--- config.mk ---
export PLATFORM = sky130hd
export DESIGN_NAME = hdlc_frame_encoder_crc16_x25_unit
export DESIGN_NICKNAME = d
export VERILOG_FILES = /design/src/hfe_pkg.sv /design/src/hfe_front.sv /design/src/hfe_queue.sv /design/src/hfe_back.sv /design/src/hdlc_frame_encoder_crc16_x25_unit.sv
export SDC_FILE = /design/constraint.sdc
export NUM_CORES = 1
export LEC_CHECK = 0
export ABC_AREA = 0
export BUFFER_PORTS_ARGS = -buffer_cell sky130_fd_sc_hd__buf_2
export CORE_MARGIN = 3
export CORE_UTILIZATION = 60
export CTS_CLUSTER_SIZE = 20
export DETAILED_ROUTE_END_ITERATION = 12
export GPL_ROUTABILITY_DRIVEN = 0
export GPL_TIMING_DRIVEN = 0
export HOLD_SLACK_MARGIN = 0.02
export PLACE_DENSITY = 0.79
export RECOVER_POWER = 25
export SLEW_MARGIN = 30
export SYNTH_ARGS = -nofsm -noshare
export SYNTH_HDL_FRONTEND = slang
export SYNTH_SLANG_ARGS = --single-unit
--- constraint.sdc ---
create_clock -name clk -period 6.5 [get_ports clk]
set_clock_uncertainty 0.1 [all_clocks]
set_input_delay 0.65 -clock clk [delete_from_list [all_inputs] [get_ports clk]]
set_output_delay 0.65 -clock clk [all_outputs]
set_load 0.01 [all_outputs]
--- src/hfe_pkg.sv ---
// ----------------------------------------------------------------------------
// HDLC frame encoder package
// Shared constants, the job record that goes from front to back, the
// back-end phase type and the CRC-16/X.25 byte update.
// ----------------------------------------------------------------------------
package hfe_pkg;

  localparam logic [7:0]  FLAG_BYTE = 8'h7E;
  localparam logic [7:0]  ESC_BYTE  = 8'h7D;
  localparam logic [7:0]  ESC_FLAG  = 8'h5E;
  localparam logic [7:0]  ESC_ESC   = 8'h5D;
  localparam logic [15:0] CRC_INIT  = 16'hFFFF;
  localparam logic [15:0] CRC_POLY  = 16'h8408;

  localparam int QUEUE_DEPTH = 2;

  typedef struct packed {
    logic        open;
    logic [7:0]  body;
    logic        last;
    logic [15:0] fcs;
  } hfe_job_t;

  typedef enum logic [2:0] {
    PH_OPEN,
    PH_BODY,
    PH_FCS_LO,
    PH_FCS_HI,
    PH_CLOSE
  } hfe_phase_t;

  function automatic logic [15:0] crc_update(input logic [15:0] crc, input logic [7:0] b);
    logic [15:0] c;
    c = crc ^ {8'h00, b};
    for (int i = 0; i < 8; i++) begin
      c = c[0] ? ((c >> 1) ^ CRC_POLY) : (c >> 1);
    end
    return c;
  endfunction

endpackage

--- src/hfe_front.sv ---
// ----------------------------------------------------------------------------
// HDLC frame encoder front end
// Accepts body bytes, tracks the open frame, runs the CRC and hands one job
// per byte to the queue.
// ----------------------------------------------------------------------------
module hfe_front (
  input  logic              clk,
  input  logic              rst,
  input  logic              body_valid,
  output logic              body_stall,
  input  logic [7:0]        body_byte,
  input  logic              end_of_body,
  output logic              push,
  input  logic              push_ready,
  output hfe_pkg::hfe_job_t job
);
  import hfe_pkg::*;

  logic [15:0] crc;
  logic        inside_frame;
  logic [15:0] crc_start;
  logic [15:0] crc_new;

  assign body_stall = !push_ready;
  assign push       = body_valid && push_ready;
  assign crc_start  = inside_frame ? crc : CRC_INIT;
  assign crc_new    = crc_update(crc_start, body_byte);

  always_comb begin
    job.open = !inside_frame;
    job.body = body_byte;
    job.last = end_of_body;
    job.fcs  = ~crc_new;
  end

  always_ff @(posedge clk) begin
    if (rst) begin
      crc          <= CRC_INIT;
      inside_frame <= 1'b0;
    end else if (push) begin
      crc          <= end_of_body ? CRC_INIT : crc_new;
      inside_frame <= !end_of_body;
    end
  end

endmodule

--- src/hfe_queue.sv ---
// ----------------------------------------------------------------------------
// HDLC frame encoder job queue
// Small register queue that decouples the front end from the line sequencer.
// ----------------------------------------------------------------------------
module hfe_queue #(
  parameter int DEPTH = hfe_pkg::QUEUE_DEPTH
) (
  input  logic              clk,
  input  logic              rst,
  input  logic              push,
  output logic              push_ready,
  input  hfe_pkg::hfe_job_t push_job,
  output logic              head_valid,
  input  logic              pop,
  output hfe_pkg::hfe_job_t head_job
);
  import hfe_pkg::*;

  localparam int PW = (DEPTH > 1) ? $clog2(DEPTH) : 1;
  localparam int CW = $clog2(DEPTH + 1);

  hfe_job_t        slots [DEPTH];
  logic [PW-1:0]   wr_ptr;
  logic [PW-1:0]   rd_ptr;
  logic [CW-1:0]   count;

  assign push_ready = (count != CW'(DEPTH));
  assign head_valid = (count != '0);
  assign head_job   = slots[rd_ptr];

  always_ff @(posedge clk) begin
    if (push) begin
      slots[wr_ptr] <= push_job;
    end
  end

  always_ff @(posedge clk) begin
    if (rst) begin
      wr_ptr <= '0;
      rd_ptr <= '0;
      count  <= '0;
    end else begin
      if (push) begin
        wr_ptr <= (wr_ptr == PW'(DEPTH - 1)) ? '0 : wr_ptr + 1'b1;
      end
      if (pop) begin
        rd_ptr <= (rd_ptr == PW'(DEPTH - 1)) ? '0 : rd_ptr + 1'b1;
      end
      if (push && !pop) begin
        count <= count + 1'b1;
      end else if (pop && !push) begin
        count <= count - 1'b1;
      end
    end
  end

endmodule

--- src/hfe_back.sv ---
// ----------------------------------------------------------------------------
// HDLC frame encoder line sequencer
// Walks a job through opening flag (new frame), stuffed body, stuffed FCS and
// closing flag (last byte), a byte per unstalled cycle, to an output register.
// ----------------------------------------------------------------------------
module hfe_back (
  input  logic              clk,
  input  logic              rst,
  input  logic              head_valid,
  input  hfe_pkg::hfe_job_t head_job,
  output logic              pop,
  output logic              line_valid,
  input  logic              line_stall,
  output logic [7:0]        line_byte,
  output logic              run_last,
  output logic              frame_end
);
  import hfe_pkg::*;

  hfe_phase_t phase;
  hfe_phase_t phase_next;
  hfe_phase_t eff_phase;
  logic       esc;
  logic       esc_next;
  logic       advance;
  logic [7:0] raw;
  logic [7:0] emit_byte;
  logic       seg_done;
  logic       job_done;
  logic       emit_end;

  assign advance   = head_valid && (!line_valid || !line_stall);
  assign eff_phase = (phase == PH_OPEN && !head_job.open) ? PH_BODY : phase;
  assign pop       = advance && job_done;

  always_comb begin
    raw       = head_job.body;
    emit_byte = FLAG_BYTE;
    seg_done  = 1'b1;
    case (eff_phase)
      PH_BODY:   raw = head_job.body;
      PH_FCS_LO: raw = head_job.fcs[7:0];
      PH_FCS_HI: raw = head_job.fcs[15:8];
      default:   raw = FLAG_BYTE;
    endcase
    if (eff_phase == PH_OPEN || eff_phase == PH_CLOSE) begin
      emit_byte = FLAG_BYTE;
    end else if (esc) begin
      emit_byte = (raw == FLAG_BYTE) ? ESC_FLAG : ESC_ESC;
    end else if (raw inside {FLAG_BYTE, ESC_BYTE}) begin
      emit_byte = ESC_BYTE;
      seg_done  = 1'b0;
    end else begin
      emit_byte = raw;
    end
    emit_end = (eff_phase == PH_CLOSE);
    job_done = seg_done && (emit_end || (eff_phase == PH_BODY && !head_job.last));
  end

  always_comb begin
    phase_next = phase;
    esc_next   = esc;
    if (advance) begin
      esc_next = !seg_done;
      if (job_done) begin
        phase_next = PH_OPEN;
      end else if (seg_done) begin
        case (eff_phase)
          PH_OPEN:   phase_next = PH_BODY;
          PH_BODY:   phase_next = PH_FCS_LO;
          PH_FCS_LO: phase_next = PH_FCS_HI;
          PH_FCS_HI: phase_next = PH_CLOSE;
          default:   phase_next = PH_OPEN;
        endcase
      end else begin
        phase_next = eff_phase;
      end
    end
  end

  always_ff @(posedge clk) begin
    if (rst) begin
      phase      <= PH_OPEN;
      esc        <= 1'b0;
      line_valid <= 1'b0;
    end else begin
      phase <= phase_next;
      esc   <= esc_next;
      if (advance) begin
        line_valid <= 1'b1;
      end else if (!line_stall) begin
        line_valid <= 1'b0;
      end
    end
  end

  always_ff @(posedge clk) begin
    if (advance) begin
      line_byte <= emit_byte;
      run_last  <= job_done;
      frame_end <= emit_end;
    end
  end

endmodule

--- src/hdlc_frame_encoder_crc16_x25_unit.sv ---
// ----------------------------------------------------------------------------
// HDLC frame encoder with CRC-16/X.25
// Frames a byte stream: opening flag, byte-stuffed body, stuffed inverted
// FCS (low byte first) and closing flag.
//
//   channel | handshake               | payload
//   --------+-------------------------+----------------------------------
//   body    | body_valid / body_stall | body_byte, end_of_body
//   line    | line_valid / line_stall | line_byte, run_last, frame_end
//
// One line byte leaves per unstalled cycle. A body byte gives its data byte,
// led by an escape if stuffed and by an opening flag if it opens a frame; the
// last adds the stuffed FCS low and high bytes and the closing flag. The front
// end takes one body byte a cycle while the QUEUE_DEPTH-entry queue has room.
// Reset empties the queue, closes any frame and loads the CRC with 0xFFFF.
// ----------------------------------------------------------------------------
module hdlc_frame_encoder_crc16_x25_unit #(
  parameter int QUEUE_DEPTH = hfe_pkg::QUEUE_DEPTH
) (
  input  logic       clk,
  input  logic       rst,
  input  logic       body_valid,
  output logic       body_stall,
  input  logic [7:0] body_byte,
  input  logic       end_of_body,
  output logic       line_valid,
  input  logic       line_stall,
  output logic [7:0] line_byte,
  output logic       run_last,
  output logic       frame_end
);
  import hfe_pkg::*;

  logic     push;
  logic     push_ready;
  hfe_job_t push_job;
  logic     head_valid;
  logic     pop;
  hfe_job_t head_job;

  hfe_front u_front (
    .clk        (clk),
    .rst        (rst),
    .body_valid (body_valid),
    .body_stall (body_stall),
    .body_byte  (body_byte),
    .end_of_body(end_of_body),
    .push       (push),
    .push_ready (push_ready),
    .job        (push_job)
  );

  hfe_queue #(
    .DEPTH(QUEUE_DEPTH)
  ) u_queue (
    .clk       (clk),
    .rst       (rst),
    .push      (push),
    .push_ready(push_ready),
    .push_job  (push_job),
    .head_valid(head_valid),
    .pop       (pop),
    .head_job  (head_job)
  );

  hfe_back u_back (
    .clk       (clk),
    .rst       (rst),
    .head_valid(head_valid),
    .head_job  (head_job),
    .pop       (pop),
    .line_valid(line_valid),
    .line_stall(line_stall),
    .line_byte (line_byte),
    .run_last  (run_last),
    .frame_end (frame_end)
  );

endmodule
==> flow_summary.toml, run 1 <==
[status]
status = "finished, final reports clean"

[yosys]
synth_area_sq_um = 3995
postSynthCellCount = 320
synth_top_area_share_pct = 46.60
syn_nets = 334
ys_ff_latch = 89
ys_seq_area_share_pct = 60.13
ys_warn_count = 0
synth_area_leaders = "edfxtp_1 47%, dfxtp_1 14%, xnor2_1 6.8%, nor2_1 3.9%, mux4_2 3.4%"
syn_avg_cell_area_sq_um = 12.48
ys_types = 45
synth_top_area_cell = "edfxtp_1"
yosys_most_used_dff = "edfxtp_1"
synth-edff-count = 62
async_flop_share_pct = 0

[flow_run]
cap_viol_max_count = 0

[cts]
ctsHoldBuffers = 0
cts_setup_buffers = 0
clockBufferDepth = 2
cts_root_buf = "clkbuf_8"
numCtsBuffers = 9
cts_tree = "built"
clk_latency_ns = 0.35
cts_sinks = 89
postCtsResizedCells = 0
cts-htree-levels = 3
path_clk_slew_ns = 0.08

[timing]
holdWs_ns = 0.4115
fin_crit_ns = 3.437
setup_viol = 0
worst_pin_slew_ns = 0.8512
setup_ws_ns = 3.063
fmax_mhz = 291.0
max_slew_margin_pct = 43.05
hold_viol = 0
fin_crit_sh_pct = 52.88
drv_slew = 0
finalSetupTns_ns = 0
rsz0062_at_grt = "no"

[worst_setup_path]
crit_required_ns = 6.68
cp-endpoint = "u_queue.count[1]"
reg2reg_to = "u_queue.count[1]"
worst_ep_arrival_time_ns = 3.62
cp_max_fo = 10
crit_type = "reg2reg"
cp-end-kind = "register"
start_kind = "register"
reg2reg_depth = 11
rrSetupSlack_ns = 3.06

[global_route]
grt_pass1_wl_microns = 12320
grt_pass1_vias = 2532
grt_usage_pct = 21.55
antenna_found_initial = 0
grt-ovfl-total = 0
grt_max_degree = 27

[power]
sw_frac_of_total_pct = 33.08
p_leak_uw = 0.001476
p_switching_uw = 599.4
powerDensity_nw_per_um2 = 410.2
p_seq_share_pct = 44.7
combPwrFrac_pct = 35.0
clkPwrFrac_pct = 20.3
ir_drop_mv = 0.2681
internal_power_uw = 1212

[route]
drt-met1-wl_microns = 3211
vias = 2509
dr_wl_met3_microns = 379
wire_per_inst_microns = 17.33
drt_iter0_drc = 107
ant_nets = 0
drcViolationCount = 0
drt_wl_total_microns = 7572
top_layer_used = "met4"
met2_length_microns = 3814
vias_per_cell = 5.741
dr.pass1.iters = 4

[cells_and_area]
fill_cells = 467
diodes = 0
drive_gt1_share_pct = 15.56
nets = 369
area_growth_pct = 10.55

[die]
core_area_sq_um = 6386
die_y_microns = 87.60
io_pins = 25
rows = 29
fp.dieArea_sq_um = 7674
die_x_microns = 87.60
start_util_pct = 62.56

[place]
pre_cts_ws_ns = 3.170
portBuffers = 23
dp.final_hpwl_microns = 5263

[hold_path]
hold_path.class = "reg2reg"
min_from = "u_back.line_valid"
-- critical path, stage by stage (launching register included) --
cell	delay [ns]
dfxtp_1	0.44
buf_6	0.21
mux4_2	0.53
o32ai_1	0.47
a211oi_2	0.12
and4_1	0.22
buf_6	0.13
nor3_4	0.16
inv_1	0.10
ha_1	0.34
or3_1	0.39
a21oi_1	0.15
-- cell usage after synthesis (2+ instances only) --
cell,count
a211o_1,4
a211oi_1,4
a21oi_1,25
and3_1,2
buf_2,2
buf_6,2
clkbuf_1,9
dfxtp_1,27
edfxtp_1,62
inv_1,8
mux2_1,2
mux2_2,5
mux2i_1,10
mux4_1,2
mux4_2,6
nand2_1,10
nand2b_1,14
nand4_1,2
nor2_1,41
nor2b_1,4
nor4_1,2
o21ai_0,7
o21ai_1,2
o22ai_1,3
or2_2,13
xnor2_1,31
xor2_1,3
-- cell type report --
cell class                 instances  area (sq um)  share of cell area, %
buffer                            14         73.82                  1.671
timing repair buffer              24         121.4                  2.748
clock buffer                      13         180.2                  4.079
clock inverter                     3         22.52                 0.5099
sequential                        89          2402                  54.39
multi-input combinational        208          1486                  33.65
tap                               77         96.34                  2.181
inverter                           9         33.78                 0.7649
-- flip-flops by register name, summed over array words and instances (netlist names), named ones only --
name and count:
u_back.phase 3, u_queue.wr_ptr 1, u_back.frame_end 1, u_front.crc 16, u_queue.rd_ptr 1, u_back.line_byte 8
u_front.inside_frame 1, u_back.run_last 1, u_queue.slots 52, u_queue.count 2, u_back.line_valid 1, u_back.esc 1
-- metrics by stage --
stage	util, %	power [uW]	cell area (sq um)	std cells
final	69.16	1812	4417	437
after global routing	69.16	1927	4417	437
after CTS	69.61	1832	4446	437
after detailed placement	66.44	1458	4243	421
after global placement	65.87	1430	4207	420
after floorplan	-	1289	3995	320
-- power by group through the flow --
stage          combinational, uW  sequential (uW)  clock, uW
2_1_floorplan                462              827          0
3_3_place_gp                 614              816          0
3_5_place_dp                 638              820          0
4_1_cts                      647              810        375
5_1_grt                      705              822        400
6_report                     635              809        367
-- kinds of logic after synthesis --
| family | Yosys count | share of synthesized area (%) |
|---|---|---|
| flops | 89 | 60.13 |
| xor+xnor | 34 | 7.454 |
| simple gates | 97 | 12.53 |
| buf+inv | 23 | 2.693 |
| fa+ha+maj | 1 | 0.3131 |
| compound gates | 51 | 7.704 |
| mux | 25 | 9.176 |
-- worst min-delay path by stage --
stage                                      end  cells after the start
after floorplan                u_front.crc[14]                      2
after global placement       u_back.line_valid                      2
after detailed placement     u_back.line_valid                      2
after CTS                 u_queue.slots[0][22]                      1
after global routing           u_front.crc[14]                      2
final                        u_back.line_valid                      2
-- layout by cell type (no fill, tap or decap), types with 2 or more instances in the layout --
master	n
a211o_1	4
a211oi_1	4
a21oi_1	25
buf_2	8
buf_6	2
clkbuf_1	27
clkbuf_8	11
clkinv_4	2
dfxtp_1	27
edfxtp_1	62
inv_1	8
mux2_1	2
mux2_2	5
mux2i_1	10
mux4_1	2
mux4_2	6
nand2_1	10
nand2b_1	14
nand4_1	2
nor2_1	41
nor2b_1	4
nor4_1	2
o21ai_0	7
o21ai_1	2
o22ai_1	3
or2_2	13
xnor2_1	31
xor2_1	3
-- per-layer routing --
| layer | up-vias | global-route usage [%] |
|---|---|---|
| met2 | 65 | 35.21 |
| li1 | 1217 | - |
| met4 | 0 | 10.46 |
| met1 | 1211 | 26.56 |
| met3 | 16 | 5.927 |
| met5 | - | 0 |
(Power assumes the default switching activity.)
==> inputs of run 2 (changes only) <==
- CORE_UTILIZATION: 60 -> 54
- PLACE_DENSITY: 0.79 -> 0.75
- clock period: 6.5 -> 2.8 ns (I/O delays scaled with it)
==> run 2 against run 1 <==
Effect of this change: critical path depth is the same; cell count grew 5.9%; total power grew 140%; sequential power grew 130%; worst setup slack lost 3.2 ns; largest cell class unchanged; the flow now finishes with violations (setup timing); register-to-register slack lost 3.2 ns; highest routed layer unchanged; die area grew 10%; count of clock-buffer cells in the layout grew 1; first-iteration DRC count grew 18%; core utilization shrank 3.7 points; sequential share of layout area shrank 1.7 points; critical path type unchanged; clock power grew 99%.
==> flow_summary.toml, run 2 (synthesis results as in run 1) <==
[status]
status = "finished, violations left"
violations = "setup timing"

[cts]
path_clk_slew_ns = 0.08
cts_sinks = 89
numCtsBuffers = 9
cts-htree-levels = 3
cts_tree = "built"
cts_root_buf = "clkbuf_8"
ctsHoldBuffers = 0
clockBufferDepth = 2
clk_latency_ns = 0.34

[place]
place_area_sq_um = 4285
dp.final_hpwl_microns = 5388
portBuffers = 23

[route]
ant_nets = 0
vias = 2534
dr.pass1.iters = 5
wire_per_inst_microns = 17.11
drcViolationCount = 0
vias_per_cell = 5.473
drt_iter0_drc = 126
drt_wl_total_microns = 7920

[die]
die_x_microns = 92.02
core_area_sq_um = 6982
start_util_pct = 57.22
io_pins = 25
die_y_microns = 92.02
fp.dieArea_sq_um = 8467
rows = 30

[power]
powerDensity_nw_per_um2 = 965.1
internal_power_uw = 2910
p_seq_share_pct = 43.1
ir_drop_mv = 0.4143
p_leak_uw = 0.001513
combPwrFrac_pct = 40.4
power_uw = 4407
p_switching_uw = 1498
sw_frac_of_total_pct = 33.98
clkPwrFrac_pct = 16.6

[cells_and_area]
regMostFlops = "u_queue.slots"
mostFrequentLayoutCells = "62 x edfxtp_1, 41 x nor2_1, 32 x clkbuf_1"
mostFrequentLayoutCell = "edfxtp_1"
area_growth_pct = 14.31
multi_input_area_sq_um = 1575
fin_area_sq_um = 4567
nets = 376
largest_reg_flops = 52
regArea_sq_um = 2406
drive_gt1_share_pct = 19.35
fill_cells = 509
reg_top3 = "u_queue.slots: 52 flops, u_front.crc: 16 flops, u_back.line_byte: 8 flops"
diodes = 0
final_core_util_pct = 65.41

[timing]
worst_pin_slew_ns = 0.7942
fin_crit_ns = 2.958
hold_viol = 0
fin_crit_sh_pct = 105.6
drv_slew = 0
rsz0062_at_grt = "yes"
setup_viol = 1
holdWs_ns = 0.09662
fmax_mhz = 338.1
max_slew_margin_pct = 46.86
setup_ws_ns = -0.1577

[global_route]
grt_pass1_wl_microns = 12630
grt_usage_pct = 19.83
antenna_found_initial = 0
grt_pass1_vias = 2506
grt-ovfl-total = 0
grt_max_degree = 27

[worst_setup_path]
slowest_stage = "mux4_2"
critPathMaxStageDelay_ns = 0.54
worst_ep_arrival_time_ns = 3.13
cp-end-kind = "register"
cp_max_fo = 5
crit_type = "reg2reg"
crit_chain = "bufbuf_16, mux4_2, o32ai_4, a211oi_2, and4_4, nor3_4, inv_2, ha_4, xor2_1, or3_1, a21oi_1"
crit_family = "simple AND/OR/NAND/NOR gates"
crit_required_ns = 2.98
start_kind = "register"
path_buf_inv = 2

[flow_run]
cap_viol_max_count = 0

[hold_path]
hold_path.class = "in2reg"
==> run 2: cell types whose count changed in the layout (fill, tap and decap cells not counted), sizes merged <==
cell and delta:
bufbuf +1, buf +3, clkinv -1, clkbuf +4
==> run 2: layer usage <==
| layer | track usage [%] | vias up | part of all wire, % |
|---|---|---|---|
| met1 | 25.52 | 1236 | 44 |
| li1 | - | 1226 | - |
| met2 | 31.51 | 61 | 50 |
| met3 | 5.004 | 11 | 4.6 |
| met4 | 9.406 | 0 | 1.5 |
| met5 | 0 | - | 0 |
==> run 2: path summary, 6_finish.rpt <==
kind / start / to / slack [ns] / depth (start not counted)
max: register / u_queue.count[1] / -0.16 / 11
min: line_stall / u_back.line_valid / 0.1 / 3
max reg2reg: register / u_queue.count[1] / -0.16 / 11
min reg2reg: u_back.line_valid / u_back.line_valid / 0.37 / 2
==> run 2: area by class of cell <==
type                            count  area share (%)
Clock inverter                      2          0.1918
Tap cell                           96           2.630
Multi-Input combinational cell    208           34.49
Sequential cell                    89           52.68
Clock buffer                       14           3.123
Timing Repair Buffer               34           4.932
Inverter                            9          0.7397
Buffer                             11           1.205
==> run 2: timing repair <==
action                     in CTS  in global routing
setup endpoints to repair       4                  2
buffers inserted                6                  3
pin swaps                       8                  8
gates resized for setup        11                 12
gates cloned                    1                  0
==> run 2: power groups by stage <==
stage	Sequential [uW]	Combinational, uW	Clock, uW
after floorplan	1920	1090	0
after global placement	1900	1450	0
after detailed placement	1910	1500	0
after CTS	1880	1660	745
after global routing	1920	1920	804
final	1900	1780	730
==> run 2: worst min-delay path, stage by stage <==
cell	delay, ns
buf_2	0.09
nand2_1	0.07
a21oi_1	0.05
==> run 2: stage by stage <==
step | cells | setup TNS, ns | setup WS (ns)
2_1_floorplan | 320 | -0.03085 | -0.03085
3_3_place_gp | 439 | -3.210 | -0.4869
3_5_place_dp | 440 | -1.053 | -0.5218
4_1_cts | 462 | -0.1471 | -0.1471
5_1_grt | 463 | -0.3268 | -0.2836
6_report | 463 | -0.1577 | -0.1577
==> inputs of run 3 (changes only) <==
- PLACE_DENSITY: 0.75 -> 0.73
==> run 3 against run 2 <==
Effect of this change: the flow still finishes with violations (setup timing); clock power grew 27%; sequential power is essentially flat; worst setup slack lost 0.0098 ns; count of clock-buffer cells in the layout shrank 4; register-to-register slack is essentially flat; worst hold slack lost 0.0059 ns; first-iteration DRC count grew 21%; cell count shrank 0.43%; global-route usage shrank 0.26 points; combinational power shrank 4%.
==> flow_summary.toml, run 3 (synthesis results as in run 1) <==
[worst_setup_path]
cp-end-kind = "register"
worst_ep_arrival_time_ns = 3.15
rrSetupSlack_ns = -0.17
cp_max_fo = 7
crit_type = "reg2reg"
crit_required_ns = 2.99
start_kind = "register"

[cells_and_area]
regMostFlops = "u_queue.slots"
largest_reg_flops = 52
drive_gt1_share_pct = 19.18
mostFrequentLayoutCell = "edfxtp_1"
nets = 374
fill_cells = 536
mostFrequentLayoutCells = "62 x edfxtp_1, 41 x nor2_1, 31 x xnor2_1"
reg_top3 = "u_queue.slots: 52 flops, u_front.crc: 16 flops, u_back.line_byte: 8 flops"
diodes = 0
area_growth_pct = 15.22

[flow_run]
cap_viol_max_count = 0

[place]
pre_cts_ws_ns = -0.5214
portBuffers = 23
dp.final_hpwl_microns = 5415

[route]
drt_iter0_drc = 153
vias = 2519
drt_wl_total_microns = 7761
drcViolationCount = 0
ant_nets = 0
vias_per_cell = 5.464
dr.pass1.iters = 4
wire_per_inst_microns = 16.84

[die]
io_pins = 25
rows = 30
core_area_sq_um = 6982
fp.dieArea_sq_um = 8467
start_util_pct = 57.22
die_y_microns = 92.02
die_x_microns = 92.02

[timing]
fin_crit_ns = 2.967
hold_viol = 0
setup_viol = 1
fmax_mhz = 337.0
setup_ws_ns = -0.1674
worst_pin_slew_ns = 0.8001
holdWs_ns = 0.09068
fin_crit_sh_pct = 106.0
drv_slew = 0
finalSetupTns_ns = -0.1674
rsz0062_at_grt = "yes"
max_slew_margin_pct = 46.46

[global_route]
grt_max_degree = 27
grt_pass1_vias = 2516
grt_pass1_wl_microns = 12640
grt_usage_pct = 19.56
antenna_found_initial = 0
grt-ovfl-total = 0

[cts]
clockBufferDepth = 2
numCtsBuffers = 9
ctsHoldBuffers = 0
cts-htree-levels = 3
cts_tree = "built"
clk_latency_ns = 0.35
cts_root_buf = "clkbuf_8"
path_clk_slew_ns = 0.09
cts_sinks = 89

[power]
ir_drop_mv = 0.4615
power_uw = 4521
powerDensity_nw_per_um2 = 982.1
p_leak_uw = 0.001518

[status]
status = "finished, violations left"
violations = "setup timing"

[hold_path]
hold_path.class = "in2reg"
[run 3: through the flow]
step | cell area (sq um) | cells | util (%)
2_1_floorplan | 4014 | 320 | -
3_3_place_gp | 4249 | 439 | 60.86
3_5_place_dp | 4285 | 440 | 61.38
4_1_cts | 4551 | 457 | 65.18
5_1_grt | 4603 | 461 | 65.93
6_report | 4603 | 461 | 65.93
[run 3: worst max-delay path: stages (launching register included)]
cell,delay (ns)
dfxtp_4,0.42
buf_12,0.14
mux2i_2,0.29
o21ai_4,0.13
a211oi_2,0.32
mux2i_1,0.28
and4_4,0.25
buf_6,0.12
nor3_4,0.05
inv_2,0.11
ha_4,0.20
or3_1,0.37
a21oi_1,0.12
[run 3: cell type report]
type                       instances  area (sq um)  area share, %
clock buffer                      10         127.6          2.772
buffer                            13         86.33          1.876
multi-input combinational        208          1567          34.03
inverter                           9         33.78         0.7339
clock inverter                     6         82.58          1.794
sequential                        89          2406          52.27
timing repair buffer              30         180.2          3.914
tap                               96         120.1          2.609
[run 3: layer usage]
| metal | global-route usage (%) | wire, microns | part of all wire [%] |
|---|---|---|---|
| met5 | 0 | 0 | 0 |
| met4 | 7.178 | 128 | 1.6 |
| met3 | 4.266 | 378 | 4.9 |
| met2 | 31.69 | 3848 | 50 |
| met1 | 26.05 | 3406 | 44 |
[run 3: where the power goes]
part | internal (uW) | total [uW] | switching (uW)
combinational | 772 | 1700 | 926
sequential | 1770 | 1900 | 128
clock | 497 | 926 | 429
total | 3040 | 4520 | 1480
[run 3: path summary, 6_finish.rpt]
check               startpoint           endpoint  cells after the start
min                 line_stall  u_back.line_valid                      3
min reg2reg  u_back.line_valid  u_back.line_valid                      2
max                   register   u_queue.count[1]                     12
max reg2reg           register   u_queue.count[1]                     12
[run 3: timing repair]
item / 4_1_cts / 5_1_grt
endpoints found under the setup margin: 4 / 4
setup buffers: 1 / 4
cloned: 0 / 1
pin swaps: 2 / 5
resized for setup: 10 / 7
